File: src/sv/mtbl_pkg.sv
// ---------------------------------------------------------------------------
// Token bucket limiter package.
// Sizes, codes and shared types of the bucket table.
// ---------------------------------------------------------------------------
`timescale 1ns / 1ps

package mtbl_pkg;

    localparam int NUM_BUCKETS = 64;
    localparam int TOKEN_BITS  = 16;

    localparam int KIND_W   = 2;
    localparam int HANDLE_W = 6;
    localparam int AMOUNT_W = 16;
    localparam int STATUS_W = 2;

    localparam int IDX_W = (NUM_BUCKETS > 1) ? $clog2(NUM_BUCKETS) : 1;
    localparam int CNT_W = $clog2(NUM_BUCKETS + 1);
    localparam int CMP_W = (CNT_W > HANDLE_W) ? CNT_W : HANDLE_W;
    localparam int REQ_W = (TOKEN_BITS > AMOUNT_W) ? TOKEN_BITS : AMOUNT_W;

    localparam logic [KIND_W-1:0] KIND_ALLOC = 2'd0;
    localparam logic [KIND_W-1:0] KIND_TICK  = 2'd1;
    localparam logic [KIND_W-1:0] KIND_FETCH = 2'd2;
    localparam logic [KIND_W-1:0] KIND_RSVD  = 2'd3;

    localparam logic [STATUS_W-1:0] ST_OK      = 2'd0;
    localparam logic [STATUS_W-1:0] ST_NOSPACE = 2'd1;
    localparam logic [STATUS_W-1:0] ST_INVALID = 2'd2;
    localparam logic [STATUS_W-1:0] ST_EMPTY   = 2'd3;

    typedef struct packed {
        logic [TOKEN_BITS-1:0] tokens;
        logic [TOKEN_BITS-1:0] rate;
        logic [TOKEN_BITS-1:0] limit;
    } t_entry;

    typedef struct packed {
        logic             refill;
        logic [REQ_W-1:0] amount;
        t_entry           entry;
    } t_upd_req;

    typedef struct packed {
        t_entry              entry;
        logic                wr;
        logic [STATUS_W-1:0] status;
        logic [AMOUNT_W-1:0] granted;
    } t_upd_rsp;

endpackage

File: src/sv/mtbl_ifs.sv
// ---------------------------------------------------------------------------
// Token bucket limiter channels.
// Request and result channels with valid/ready handshake.
// ---------------------------------------------------------------------------
`timescale 1ns / 1ps

interface mtbl_in_if;
    logic                          valid;
    logic                          ready;
    logic [mtbl_pkg::KIND_W-1:0]   kind;
    logic [mtbl_pkg::HANDLE_W-1:0] handle;
    logic [mtbl_pkg::AMOUNT_W-1:0] amount;
    logic [mtbl_pkg::AMOUNT_W-1:0] rate;
    logic [mtbl_pkg::AMOUNT_W-1:0] burst;

    modport source (output valid, kind, handle, amount, rate, burst, input ready);
    modport sink   (input valid, kind, handle, amount, rate, burst, output ready);
endinterface

interface mtbl_out_if;
    logic                          valid;
    logic                          ready;
    logic [mtbl_pkg::STATUS_W-1:0] status;
    logic [mtbl_pkg::HANDLE_W-1:0] slot;
    logic [mtbl_pkg::AMOUNT_W-1:0] granted;

    modport source (output valid, status, slot, granted, input ready);
    modport sink   (input valid, status, slot, granted, output ready);
endinterface

File: src/sv/multi_token_bucket_limiter.sv
// ---------------------------------------------------------------------------
// Multi token bucket limiter.
// A table of token buckets held in one synchronous memory, with allocate,
// refill tick and fetch requests.
// ---------------------------------------------------------------------------
//  Channel   Direction  Word
//  i_in      in         kind, handle, amount, rate, burst
//  o_out     out        status, slot, granted
//
//  Allocate, invalid requests and a tick on an empty table are answered from idle.
//  A fetch does a memory read, then an update and write back.
//  A tick sweeps the N allocated buckets, one memory read a cycle.
//  A request is taken only when idle and the result register is free or
//  being emptied; a stalled result holds later requests back.
//  Reset is synchronous; the table needs no clearing pass.
// ---------------------------------------------------------------------------
`timescale 1ns / 1ps

module multi_token_bucket_limiter (
    input  logic              i_clk,
    input  logic              i_rst_n,
    mtbl_in_if.sink           i_in,
    mtbl_out_if.source        o_out
);

    typedef enum logic [1:0] {
        S_IDLE,
        S_FETCH,
        S_SWEEP,
        S_RESP
    } t_state;

    t_state                          r_state;
    logic [mtbl_pkg::CNT_W-1:0]      r_count;
    logic [mtbl_pkg::CNT_W-1:0]      r_rd_ptr;
    logic [mtbl_pkg::IDX_W-1:0]      r_wr_idx;
    logic [mtbl_pkg::HANDLE_W-1:0]   r_handle;
    logic [mtbl_pkg::AMOUNT_W-1:0]   r_amount;
    logic                            r_out_valid;
    logic [mtbl_pkg::STATUS_W-1:0]   r_out_status;
    logic [mtbl_pkg::HANDLE_W-1:0]   r_out_slot;
    logic [mtbl_pkg::AMOUNT_W-1:0]   r_out_granted;
    logic [mtbl_pkg::STATUS_W-1:0]   r_res_status;
    logic [mtbl_pkg::AMOUNT_W-1:0]   r_res_granted;

    mtbl_pkg::t_entry                r_mem [mtbl_pkg::NUM_BUCKETS];
    mtbl_pkg::t_entry                r_rd_data;

    logic                            out_free;
    logic                            accept;
    logic                            full;
    logic                            fetch_ok;
    logic                            tick_go;
    logic                            sweep_last;
    logic                            mem_re;
    logic [mtbl_pkg::IDX_W-1:0]      mem_ra;
    logic                            mem_we;
    logic [mtbl_pkg::IDX_W-1:0]      mem_wa;
    mtbl_pkg::t_entry                mem_wd;
    logic [mtbl_pkg::STATUS_W-1:0]   imm_status;
    logic [mtbl_pkg::HANDLE_W-1:0]   imm_slot;
    mtbl_pkg::t_upd_req              upd_req;
    mtbl_pkg::t_upd_rsp              upd_rsp;

    assign out_free   = !r_out_valid || o_out.ready;
    assign i_in.ready = (r_state == S_IDLE) && out_free;
    assign accept     = i_in.valid && i_in.ready;

    assign o_out.valid   = r_out_valid;
    assign o_out.status  = r_out_status;
    assign o_out.slot    = r_out_slot;
    assign o_out.granted = r_out_granted;

    assign full     = (r_count == mtbl_pkg::CNT_W'(mtbl_pkg::NUM_BUCKETS));
    assign fetch_ok = (i_in.kind == mtbl_pkg::KIND_FETCH) && (i_in.amount != '0)
                      && (mtbl_pkg::CMP_W'(i_in.handle) < mtbl_pkg::CMP_W'(r_count));
    assign tick_go  = (i_in.kind == mtbl_pkg::KIND_TICK) && (r_count != '0);
    assign sweep_last = ((mtbl_pkg::CNT_W'(r_wr_idx) + mtbl_pkg::CNT_W'(1)) == r_count);

    assign upd_req.refill = (r_state == S_SWEEP);
    assign upd_req.amount = mtbl_pkg::REQ_W'(r_amount);
    assign upd_req.entry  = r_rd_data;

    mtbl_upd u_upd (
        .i_req (upd_req),
        .o_rsp (upd_rsp)
    );

    always_comb begin
        mem_re = 1'b0;
        mem_ra = '0;
        if (r_state == S_IDLE) begin
            if (accept && fetch_ok) begin
                mem_re = 1'b1;
                mem_ra = mtbl_pkg::IDX_W'(i_in.handle);
            end else if (accept && tick_go) begin
                mem_re = 1'b1;
            end
        end else if (r_state == S_SWEEP) begin
            mem_re = (r_rd_ptr < r_count);
            mem_ra = r_rd_ptr[mtbl_pkg::IDX_W-1:0];
        end
    end

    always_comb begin
        mem_we = 1'b0;
        mem_wa = r_wr_idx;
        mem_wd = upd_rsp.entry;
        if (accept && (i_in.kind == mtbl_pkg::KIND_ALLOC) && !full) begin
            mem_we        = 1'b1;
            mem_wa        = r_count[mtbl_pkg::IDX_W-1:0];
            mem_wd.tokens = '0;
            mem_wd.rate   = mtbl_pkg::TOKEN_BITS'(mtbl_pkg::REQ_W'(i_in.rate));
            mem_wd.limit  = mtbl_pkg::TOKEN_BITS'(mtbl_pkg::REQ_W'(i_in.burst));
        end else if ((r_state == S_FETCH) || (r_state == S_SWEEP)) begin
            mem_we = upd_rsp.wr;
        end
    end

    always_comb begin
        imm_slot = i_in.handle;
        unique case (i_in.kind)
            mtbl_pkg::KIND_ALLOC: begin
                if (full) begin
                    imm_status = mtbl_pkg::ST_NOSPACE;
                end else begin
                    imm_status = mtbl_pkg::ST_OK;
                    imm_slot   = mtbl_pkg::HANDLE_W'(r_count);
                end
            end
            mtbl_pkg::KIND_TICK: imm_status = mtbl_pkg::ST_OK;
            default:             imm_status = mtbl_pkg::ST_INVALID;
        endcase
    end

    always_ff @(posedge i_clk) begin
        if (mem_we) begin
            r_mem[mem_wa] <= mem_wd;
        end
        if (mem_re) begin
            r_rd_data <= r_mem[mem_ra];
        end
    end

    always_ff @(posedge i_clk) begin
        if (!i_rst_n) begin
            r_state     <= S_IDLE;
            r_count     <= '0;
            r_out_valid <= 1'b0;
            r_rd_ptr    <= '0;
            r_wr_idx    <= '0;
        end else begin
            if (r_out_valid && o_out.ready) begin
                r_out_valid <= 1'b0;
            end
            unique case (r_state)
                S_IDLE: begin
                    if (accept) begin
                        r_handle <= i_in.handle;
                        r_amount <= i_in.amount;
                        r_rd_ptr <= mtbl_pkg::CNT_W'(1);
                        r_wr_idx <= fetch_ok ? mtbl_pkg::IDX_W'(i_in.handle) : '0;
                        if (fetch_ok) begin
                            r_state <= S_FETCH;
                        end else if (tick_go) begin
                            r_state <= S_SWEEP;
                        end else begin
                            r_out_valid   <= 1'b1;
                            r_out_status  <= imm_status;
                            r_out_slot    <= imm_slot;
                            r_out_granted <= '0;
                            if ((i_in.kind == mtbl_pkg::KIND_ALLOC) && !full) begin
                                r_count <= r_count + mtbl_pkg::CNT_W'(1);
                            end
                        end
                    end
                end
                S_FETCH: begin
                    if (out_free) begin
                        r_out_valid   <= 1'b1;
                        r_out_status  <= upd_rsp.status;
                        r_out_slot    <= r_handle;
                        r_out_granted <= upd_rsp.granted;
                        r_state       <= S_IDLE;
                    end else begin
                        r_res_status  <= upd_rsp.status;
                        r_res_granted <= upd_rsp.granted;
                        r_state       <= S_RESP;
                    end
                end
                S_SWEEP: begin
                    if (r_rd_ptr < r_count) begin
                        r_rd_ptr <= r_rd_ptr + mtbl_pkg::CNT_W'(1);
                    end
                    r_wr_idx <= r_wr_idx + mtbl_pkg::IDX_W'(1);
                    if (sweep_last) begin
                        if (out_free) begin
                            r_out_valid   <= 1'b1;
                            r_out_status  <= mtbl_pkg::ST_OK;
                            r_out_slot    <= r_handle;
                            r_out_granted <= '0;
                            r_state       <= S_IDLE;
                        end else begin
                            r_res_status  <= mtbl_pkg::ST_OK;
                            r_res_granted <= '0;
                            r_state       <= S_RESP;
                        end
                    end
                end
                S_RESP: begin
                    if (out_free) begin
                        r_out_valid   <= 1'b1;
                        r_out_status  <= r_res_status;
                        r_out_slot    <= r_handle;
                        r_out_granted <= r_res_granted;
                        r_state       <= S_IDLE;
                    end
                end
                default: r_state <= S_IDLE;
            endcase
        end
    end

endmodule

File: src/sv/mtbl_upd.sv
// ---------------------------------------------------------------------------
// Bucket update unit.
// Computes the refilled or debited bucket entry from the word read back.
// ---------------------------------------------------------------------------
`timescale 1ns / 1ps

module mtbl_upd (
    input  mtbl_pkg::t_upd_req i_req,
    output mtbl_pkg::t_upd_rsp o_rsp
);

    logic [mtbl_pkg::TOKEN_BITS:0]   sum;
    logic [mtbl_pkg::REQ_W-1:0]      held;
    logic [mtbl_pkg::REQ_W-1:0]      take;

    always_comb begin
        sum  = {1'b0, i_req.entry.tokens} + {1'b0, i_req.entry.rate};
        held = mtbl_pkg::REQ_W'(i_req.entry.tokens);
        take = (i_req.amount < held) ? i_req.amount : held;

        o_rsp         = '0;
        o_rsp.entry   = i_req.entry;
        o_rsp.status  = mtbl_pkg::ST_OK;
        if (i_req.refill) begin
            o_rsp.wr = 1'b1;
            if (sum >= {1'b0, i_req.entry.limit}) begin
                o_rsp.entry.tokens = i_req.entry.limit;
            end else begin
                o_rsp.entry.tokens = sum[mtbl_pkg::TOKEN_BITS-1:0];
            end
        end else if (i_req.entry.tokens == '0) begin
            o_rsp.status = mtbl_pkg::ST_EMPTY;
        end else begin
            o_rsp.wr           = 1'b1;
            o_rsp.entry.tokens = i_req.entry.tokens - mtbl_pkg::TOKEN_BITS'(take);
            o_rsp.granted      = mtbl_pkg::AMOUNT_W'(take);
        end
    end

endmodule

File: src/flat_wrapper.sv
// flat-port wrapper written by rule: the top's interface ports become plain ports
module multi_token_bucket_limiter_flat 
  (i_clk, i_rst_n, i_in_valid, i_in_kind, i_in_handle, i_in_amount, i_in_rate, i_in_burst, i_in_ready, o_out_valid, o_out_status, o_out_slot, o_out_granted, o_out_ready);
  mtbl_in_if i_in_i ();
  mtbl_out_if o_out_i ();
  input  logic i_clk;
  input  logic i_rst_n;
  input wire logic [$bits(i_in_i.valid)-1:0] i_in_valid;
  input wire logic [$bits(i_in_i.kind)-1:0] i_in_kind;
  input wire logic [$bits(i_in_i.handle)-1:0] i_in_handle;
  input wire logic [$bits(i_in_i.amount)-1:0] i_in_amount;
  input wire logic [$bits(i_in_i.rate)-1:0] i_in_rate;
  input wire logic [$bits(i_in_i.burst)-1:0] i_in_burst;
  output wire logic [$bits(i_in_i.ready)-1:0] i_in_ready;
  output wire logic [$bits(o_out_i.valid)-1:0] o_out_valid;
  output wire logic [$bits(o_out_i.status)-1:0] o_out_status;
  output wire logic [$bits(o_out_i.slot)-1:0] o_out_slot;
  output wire logic [$bits(o_out_i.granted)-1:0] o_out_granted;
  input wire logic [$bits(o_out_i.ready)-1:0] o_out_ready;
  assign i_in_i.valid = i_in_valid;
  assign i_in_i.kind = i_in_kind;
  assign i_in_i.handle = i_in_handle;
  assign i_in_i.amount = i_in_amount;
  assign i_in_i.rate = i_in_rate;
  assign i_in_i.burst = i_in_burst;
  assign i_in_ready = i_in_i.ready;
  assign o_out_valid = o_out_i.valid;
  assign o_out_status = o_out_i.status;
  assign o_out_slot = o_out_i.slot;
  assign o_out_granted = o_out_i.granted;
  assign o_out_i.ready = o_out_ready;
  multi_token_bucket_limiter u_core (.i_clk(i_clk), .i_rst_n(i_rst_n), .i_in(i_in_i), .o_out(o_out_i));
endmodule
File: config.mk
export PLATFORM = sky130hd
export DESIGN_NAME = multi_token_bucket_limiter_flat
export DESIGN_NICKNAME = d
export VERILOG_FILES = /design/src/sv/mtbl_pkg.sv /design/src/sv/mtbl_ifs.sv /design/src/sv/multi_token_bucket_limiter.sv /design/src/sv/mtbl_upd.sv /design/src/flat_wrapper.sv
export SDC_FILE = /design/constraint.sdc
export NUM_CORES = 2
export LEC_CHECK = 0
export BUFFER_PORTS_ARGS = -buffer_cell sky130_fd_sc_hd__buf_2
export CAP_MARGIN = 20
export CORE_ASPECT_RATIO = 0.75
export CORE_MARGIN = 5
export CORE_UTILIZATION = 50
export CTS_BUF_LIST = sky130_fd_sc_hd__clkbuf_4 sky130_fd_sc_hd__clkbuf_8 sky130_fd_sc_hd__clkbuf_16
export CTS_CLUSTER_DIAMETER = 100
export DETAILED_ROUTE_END_ITERATION = 16
export GPL_TIMING_DRIVEN = 0
export PLACE_DENSITY = 0.65
export REMOVE_ABC_BUFFERS = 1
export SYNTH_ARGS = -nofsm -noshare
export SYNTH_HDL_FRONTEND = slang
export SYNTH_SLANG_ARGS = --single-unit
File: constraint.sdc
create_clock -name i_clk -period 12.2 [get_ports i_clk]
set_input_delay 1.22 -clock i_clk [delete_from_list [all_inputs] [get_ports i_clk]]
set_output_delay 1.22 -clock i_clk [all_outputs]
set_load 0.005 [all_outputs]
* After elaboration in Yosys (flattened, before gate mapping)
Memory sizes are Yosys's and may differ from the RTL's. A register that Yosys moved wholly into a read port is not among the register bits. Index checks and enable logic that the tools add are counted.
Storage, ports and cells: register bits 87, memory bits (writable) 3072, output and inout bits 26, memories 1
Memory list:
- u_core.r_mem | words 64, bits a word 48, rd ports 1, clocked after Yosys merged registers in 1, wr ports 1, line multi_token_bucket_limiter.sv:46 | mtbl_pkg::t_entry r_mem [mtbl_pkg::NUM_BUCKETS];
Operators by class: $add $sub $neg 6, bitwise operators 2, equality and inequality tests 18, order comparisons 4, muxes and demuxes 74, reductions and logical operators 31
Operators by type and width (count):
- 16-bit 2-to-1 mux | 15
- 6-bit 2-to-1 mux | 13
- 16-bit case mux with 4 select lines | 1
- 48-bit 2-to-1 mux | 1
- 2-bit 2-to-1 mux | 16
- 16-bit case mux with 2 select lines | 1
- 6-bit case mux with 3 select lines | 1
- 16-bit by 16-bit adder with 17-bit output | 1
- 17-bit by 16-bit >= comparator with 1-bit output | 1
- 1-bit 2-to-1 mux | 17
- 16-bit zero test | 1
- 16-bit less-than comparator | 1
- 2-bit case mux with 4 select lines | 2
- 16-bit nonzero test | 1
- 16-bit subtractor | 1
- 5-bit AND reduction | 3
- 7-bit by 1-bit adder with 7-bit output (second input constant) | 2
- 7-bit 2-to-1 mux | 2
- 7-bit case mux with 2 select lines | 1
- 2-bit by 1-bit != test with 1-bit output (second input constant) | 6
- 6-bit case mux with 2 select lines | 1
- 1-bit logical AND | 11
- 2-bit != test (second input constant) | 4
- 2-bit case mux with 2 select lines | 2
- 21 further kinds | 30

* Logic depth before layout (Yosys ltp)
depth after elaboration 9, mapped depth 24, depth with buffers taken out 22

* Cells and area by module
From an unflattened synthesis, not the netlist that was laid out.
Unflattened totals: cells, all modules 9261, area, all modules 128101.6 um^2
Modules (own cells, without submodules):
- multi_token_bucket_limiter | times used 1, cells an instance 8850, area an instance 125102.5 um^2
- mtbl_upd | times used 1, cells an instance 411, area an instance 2999.1 um^2

* Worst setup path before layout
Ideal clock, no wire load.
path kind register to register, from register u_core.r_rd_data[33] (netlist name), to memory u_core.r_mem[0][46] in the netlist's numbering, data pin, slack 4.325 ns, period minus slack after synthesis 7.875 ns, required time 11.470 ns, library setup time 0.730 ns, stages on the path, launching flop included 24, data arrival time 7.145 ns, path through edfxtp_1 -> inv_1 -> ha_1 -> a211oi_1 -> o21ai_0 -> nand3_1 -> nand2_1 -> nand3_1 -> nand3_1 -> clkbuf_1 -> buf_1 -> mux2i_1 -> inv_1 -> ha_1 -> fa_1 -> nor2b_1 -> o21ai_0 -> a21boi_0 -> nor4_1 -> o31ai_1 -> o41ai_1 -> o21ai_0 -> xnor2_1 -> o32ai_1
RTL lines (line):
- end: declaration | multi_token_bucket_limiter.sv:46

* Worst setup path after layout
from register u_core.r_state[0], to register u_core.r_rd_data[6] (netlist name)
On the way: longest elaborated chain between the ends 7, elaborated cells on any way between the ends 13
Ends and longest elaborated chain:
- start: declaration | line multi_token_bucket_limiter.sv:33 | t_state r_state;
- start signal: assignment | line multi_token_bucket_limiter.sv:147 | r_state <= S_IDLE;
- start signal: assignment | line multi_token_bucket_limiter.sv:164 | r_state <= S_FETCH;
- start signal: assignment | line multi_token_bucket_limiter.sv:166 | r_state <= S_SWEEP;
- 2-bit zero test | line multi_token_bucket_limiter.sv:66, multi_token_bucket_limiter.sv:92
- 1-bit logical AND | line multi_token_bucket_limiter.sv:66 | assign i_in.ready = (r_state == S_IDLE) && out_free;
- 1-bit logical AND | line multi_token_bucket_limiter.sv:67 | assign accept = i_in.valid && i_in.ready;
- 1-bit logical AND | line multi_token_bucket_limiter.sv:96 | end else if (accept && tick_go) begin
- 1-bit 2-to-1 mux | line multi_token_bucket_limiter.sv:96
- 1-bit 2-to-1 mux | line multi_token_bucket_limiter.sv:93 | if (accept && fetch_ok) begin
- 1-bit 2-to-1 mux | line multi_token_bucket_limiter.sv:92 | if (r_state == S_IDLE) begin
Parallel ways exist; a longest one is shown, timed or not. A chain may end at the register's enable or synchronous reset.

==> results.md <==
- Post-cts gate resize count: 0
- Initial Utilization: 0.503
- Hpwl dp: 239 mm
- Worst reg2reg path depth: 21
- TritonCTS Sinks: 3206
- Top cells by count, synth: edfxtp_1, nand2_1, nand3_1
- Reg2reg setup slack: 4.45 ns
- Vias per cell: 6.37
- DRT Pass-1 Iters: 8
- Final hold slack: 0.535 ns
- DIE HEIGHT: 448 microns
- Critical path capture point type: flop
- IO Pins: 86
- Status: complete, no violations
- Hold Path Stages: 2
- Worst min path class: reg -> reg
- Layout cells sized above 1: 0.111
- Min Tclk post-route: 7.75 ns
- DP Worst Slack: 3.88 ns
- Initial antenna violation count: 10
- CP Class: reg -> reg
- Worst path required time: 12.63 ns
- Fmax: 129 MHz
- RSZ-0062 raised after global routing: false
- Drt wl/cell: 30.0 microns
- Die Wd: 594 microns
- P per Cell Area: 180 nW/um^2
- All-layer global routing usage: 0.283
- Max Cap Viol: 0
- Antenna viol nets, final: 0
- Avg Synthesized Cell Area: 14.0 sq um
- Post-Syn Area: 128000 sq um
- Clock-pin slew on the worst setup and hold paths: 0.06 ns
- Crit path arrival time: 8.18 ns
- Tcrit/Tclk final: 0.636
- Clock Skew: 0.0585 ns
- Final Wtd Congestion: 0.842
- Slew Limit Fails: 0
- Synthesized instance count: 9152
- Core box area: 254000 sq um
- Asr flop ratio synth: 0
- Final Setup Violations: 0
- Slew margin rel.: 0.164
- Synth Flop Type: edfxtp_1
- H-tree depth: 5
- Hold endpoint: u_core.o_out.granted[0]$_DFFE_PP_
- Area Growth Syn to Fin: 16.3%
- Worst r2r src: u_core.r_state[0]$_SDFFE_PN0P_
- Row cnt: 160
- FF-to-FF End: u_core.r_rd_data[6]$_DFFE_PP_
- Crit-path max FO: 70
- Routed WL: 388 mm
- Final Power: 26700 uW
- Layout Cells excl Fill: 12900
- CTS tree: built
- Vias in the first global route: 77300
- DR vias: 82300
- Synth area leader: edfxtp_1
- Cts hold-fix bufs: 0
- Worst slew pin tran: 1.22 ns
- Yosys top cell area share: 0.748
- Remaining DRCs: 0
- Final Hold Viols: 0
- Synthesis warning total: 0
- Netlist cell types: 69
- First-pass GRT wire length: 551 mm
- Final worst slack: 4.45 ns
- Num CTS Buffers: 300
- Placed cells: 12400
- Worst VDD drop: 0.132 mV
- Remaining Overflow, GRT: 0
- P_leak: 0.0508 uW
- Setup bufs post-CTS: 0
- Most frequent cell after synthesis: edfxtp_1
- # nets final: 9451
- Maximum buffer depth of the clock tree: 4
- Fraction of the yosys area taken by sequential cells: 0.752
- EDFF count, synth: 3183
- Clock Root Buffer: clkbuf_16
- Worst-Skew Late Latency: 0.87 ns
- Min-delay src: u_core.r_res_granted[0]$_SDFFCE_PP0P_
- IO buf count: 85
- Full die area: 266000 sq um
- CP startpoint kind: flop
- Largest net degree at the start of global routing: 135
- #FFs+latches synth: 3206
- Synth top area cells: edfxtp_1, nand2_1, mux2i_1
- 1st-iter DRT viols: 12600
==> final cells by class <==
cell class	count	area, sq um
Inverter	58	218
Tap cell	3402	4260
Sequential cell	3206	96000
Fill cell	18900	105000
Timing Repair Buffer	442	8520
Clock buffer	381	8310
Clock inverter	133	1190
Antenna cell	9	22.5
Multi-Input combinational cell	5299	30000
==> layout by cell type (no fill, tap or decap), types with 89 or more instances in the layout <==
master and count:
edfxtp_1 3183, nand2_1 2330, nand3_1 574, a31oi_1 370
mux2i_1 315, clkbuf_16 312, and3_1 269, buf_12 206
nand4_1 194, a211oi_1 153, buf_16 138, a221oi_1 123
a32oi_1 117, o21ai_0 110, nor2_1 94, nor2_4 89
==> worst max path at each step <==
stage	from	end	slack [ns]	cells after the start
finish	u_core.r_state[0]$_SDFFE_PN0P_	u_core.r_rd_data[6]$_DFFE_PP_	4.45	21
floorplan	i_in_handle[3]	u_core.r_rd_data[46]$_DFFE_PP_	-28.90	9
CTS	u_core.r_state[0]$_SDFFE_PN0P_	u_core.r_rd_data[6]$_DFFE_PP_	3.87	20
detailed placement	u_core.r_state[0]$_SDFFE_PN0P_	u_core.r_rd_data[6]$_DFFE_PP_	3.88	20
global route	u_core.r_state[0]$_SDFFE_PN0P_	u_core.r_rd_data[6]$_DFFE_PP_	4.31	21
global placement	i_in_handle[1]	u_core.r_rd_data[10]$_DFFE_PP_	-120.54	11
==> report_power, final <==
group	internal [uW]	switching (uW)	leakage [uW]	total (uW)
clock network	5260	4000	0.00474	9260
logic	1030	2860	0.0172	3890
registers	13500	101	0.0289	13600
==> layer usage <==
layer	vias up	track usage	share of wire
li1	35000	-	-
met1	40800	0.399	0.38
met5	-	0	0.000023
met4	2	0.117	0.049
met3	1014	0.0659	0.13
met2	5531	0.429	0.44
==> kinds of logic after synthesis <==
| family | after synthesis | share of synthesized area |
|---|---|---|
| xor gates and xnor gates | 40 | 0.00274 |
| buffers and inverters | 647 | 0.0211 |
| AOI/OAI and AO/OA | 1137 | 0.0630 |
| adders and majority gates | 84 | 0.00835 |
| and+or+nand+nor | 3721 | 0.128 |
| DFF | 3206 | 0.752 |
| muxes | 317 | 0.0249 |
==> registers in the layout (all words and copies together), names as in the netlist, 6 cells and up <==
| signal | count |
|---|---|
| u_core.r_count | 7 |
| u_core.r_rd_data | 48 |
| u_core.o_out.granted | 16 |
| u_core.r_amount | 16 |
| u_core.r_wr_idx | 6 |
| u_core.r_handle | 6 |
| u_core.r_rd_ptr | 7 |
| u_core.o_out.slot | 6 |
| u_core.r_res_granted | 16 |
| u_core.r_mem | 3072 |
==> worst max-delay path: stages (launching register included) <==
cell       delay (ns)
dfxtp_1          0.33
inv_1            0.10
ha_1             0.26
clkbuf_16        0.25
inv_2            0.20
nor2_1           0.81
nand2_4          0.45
buf_16           0.35
and2_4           0.40
buf_16           0.28
buf_16           0.23
buf_16           0.22
buf_16           0.32
buf_16           0.26
nor2_4           0.56
buf_12           0.29
buf_12           0.25
buf_12           0.23
a31oi_1          0.10
o211ai_1         0.16
and4_1           0.41
nand4_1          0.45
==> stage by stage <==
stage,cell area (sq um),setup TNS (ns),util
2_1_floorplan,125000,-1370.12,-
4_1_cts,149000,0,0.585
3_3_place_gp,130000,-,0.512
6_report,149000,0,0.585
3_5_place_dp,139000,0,0.548
5_1_grt,149000,0,0.585
No activity file was read; power rests on OpenSTA's default activity.
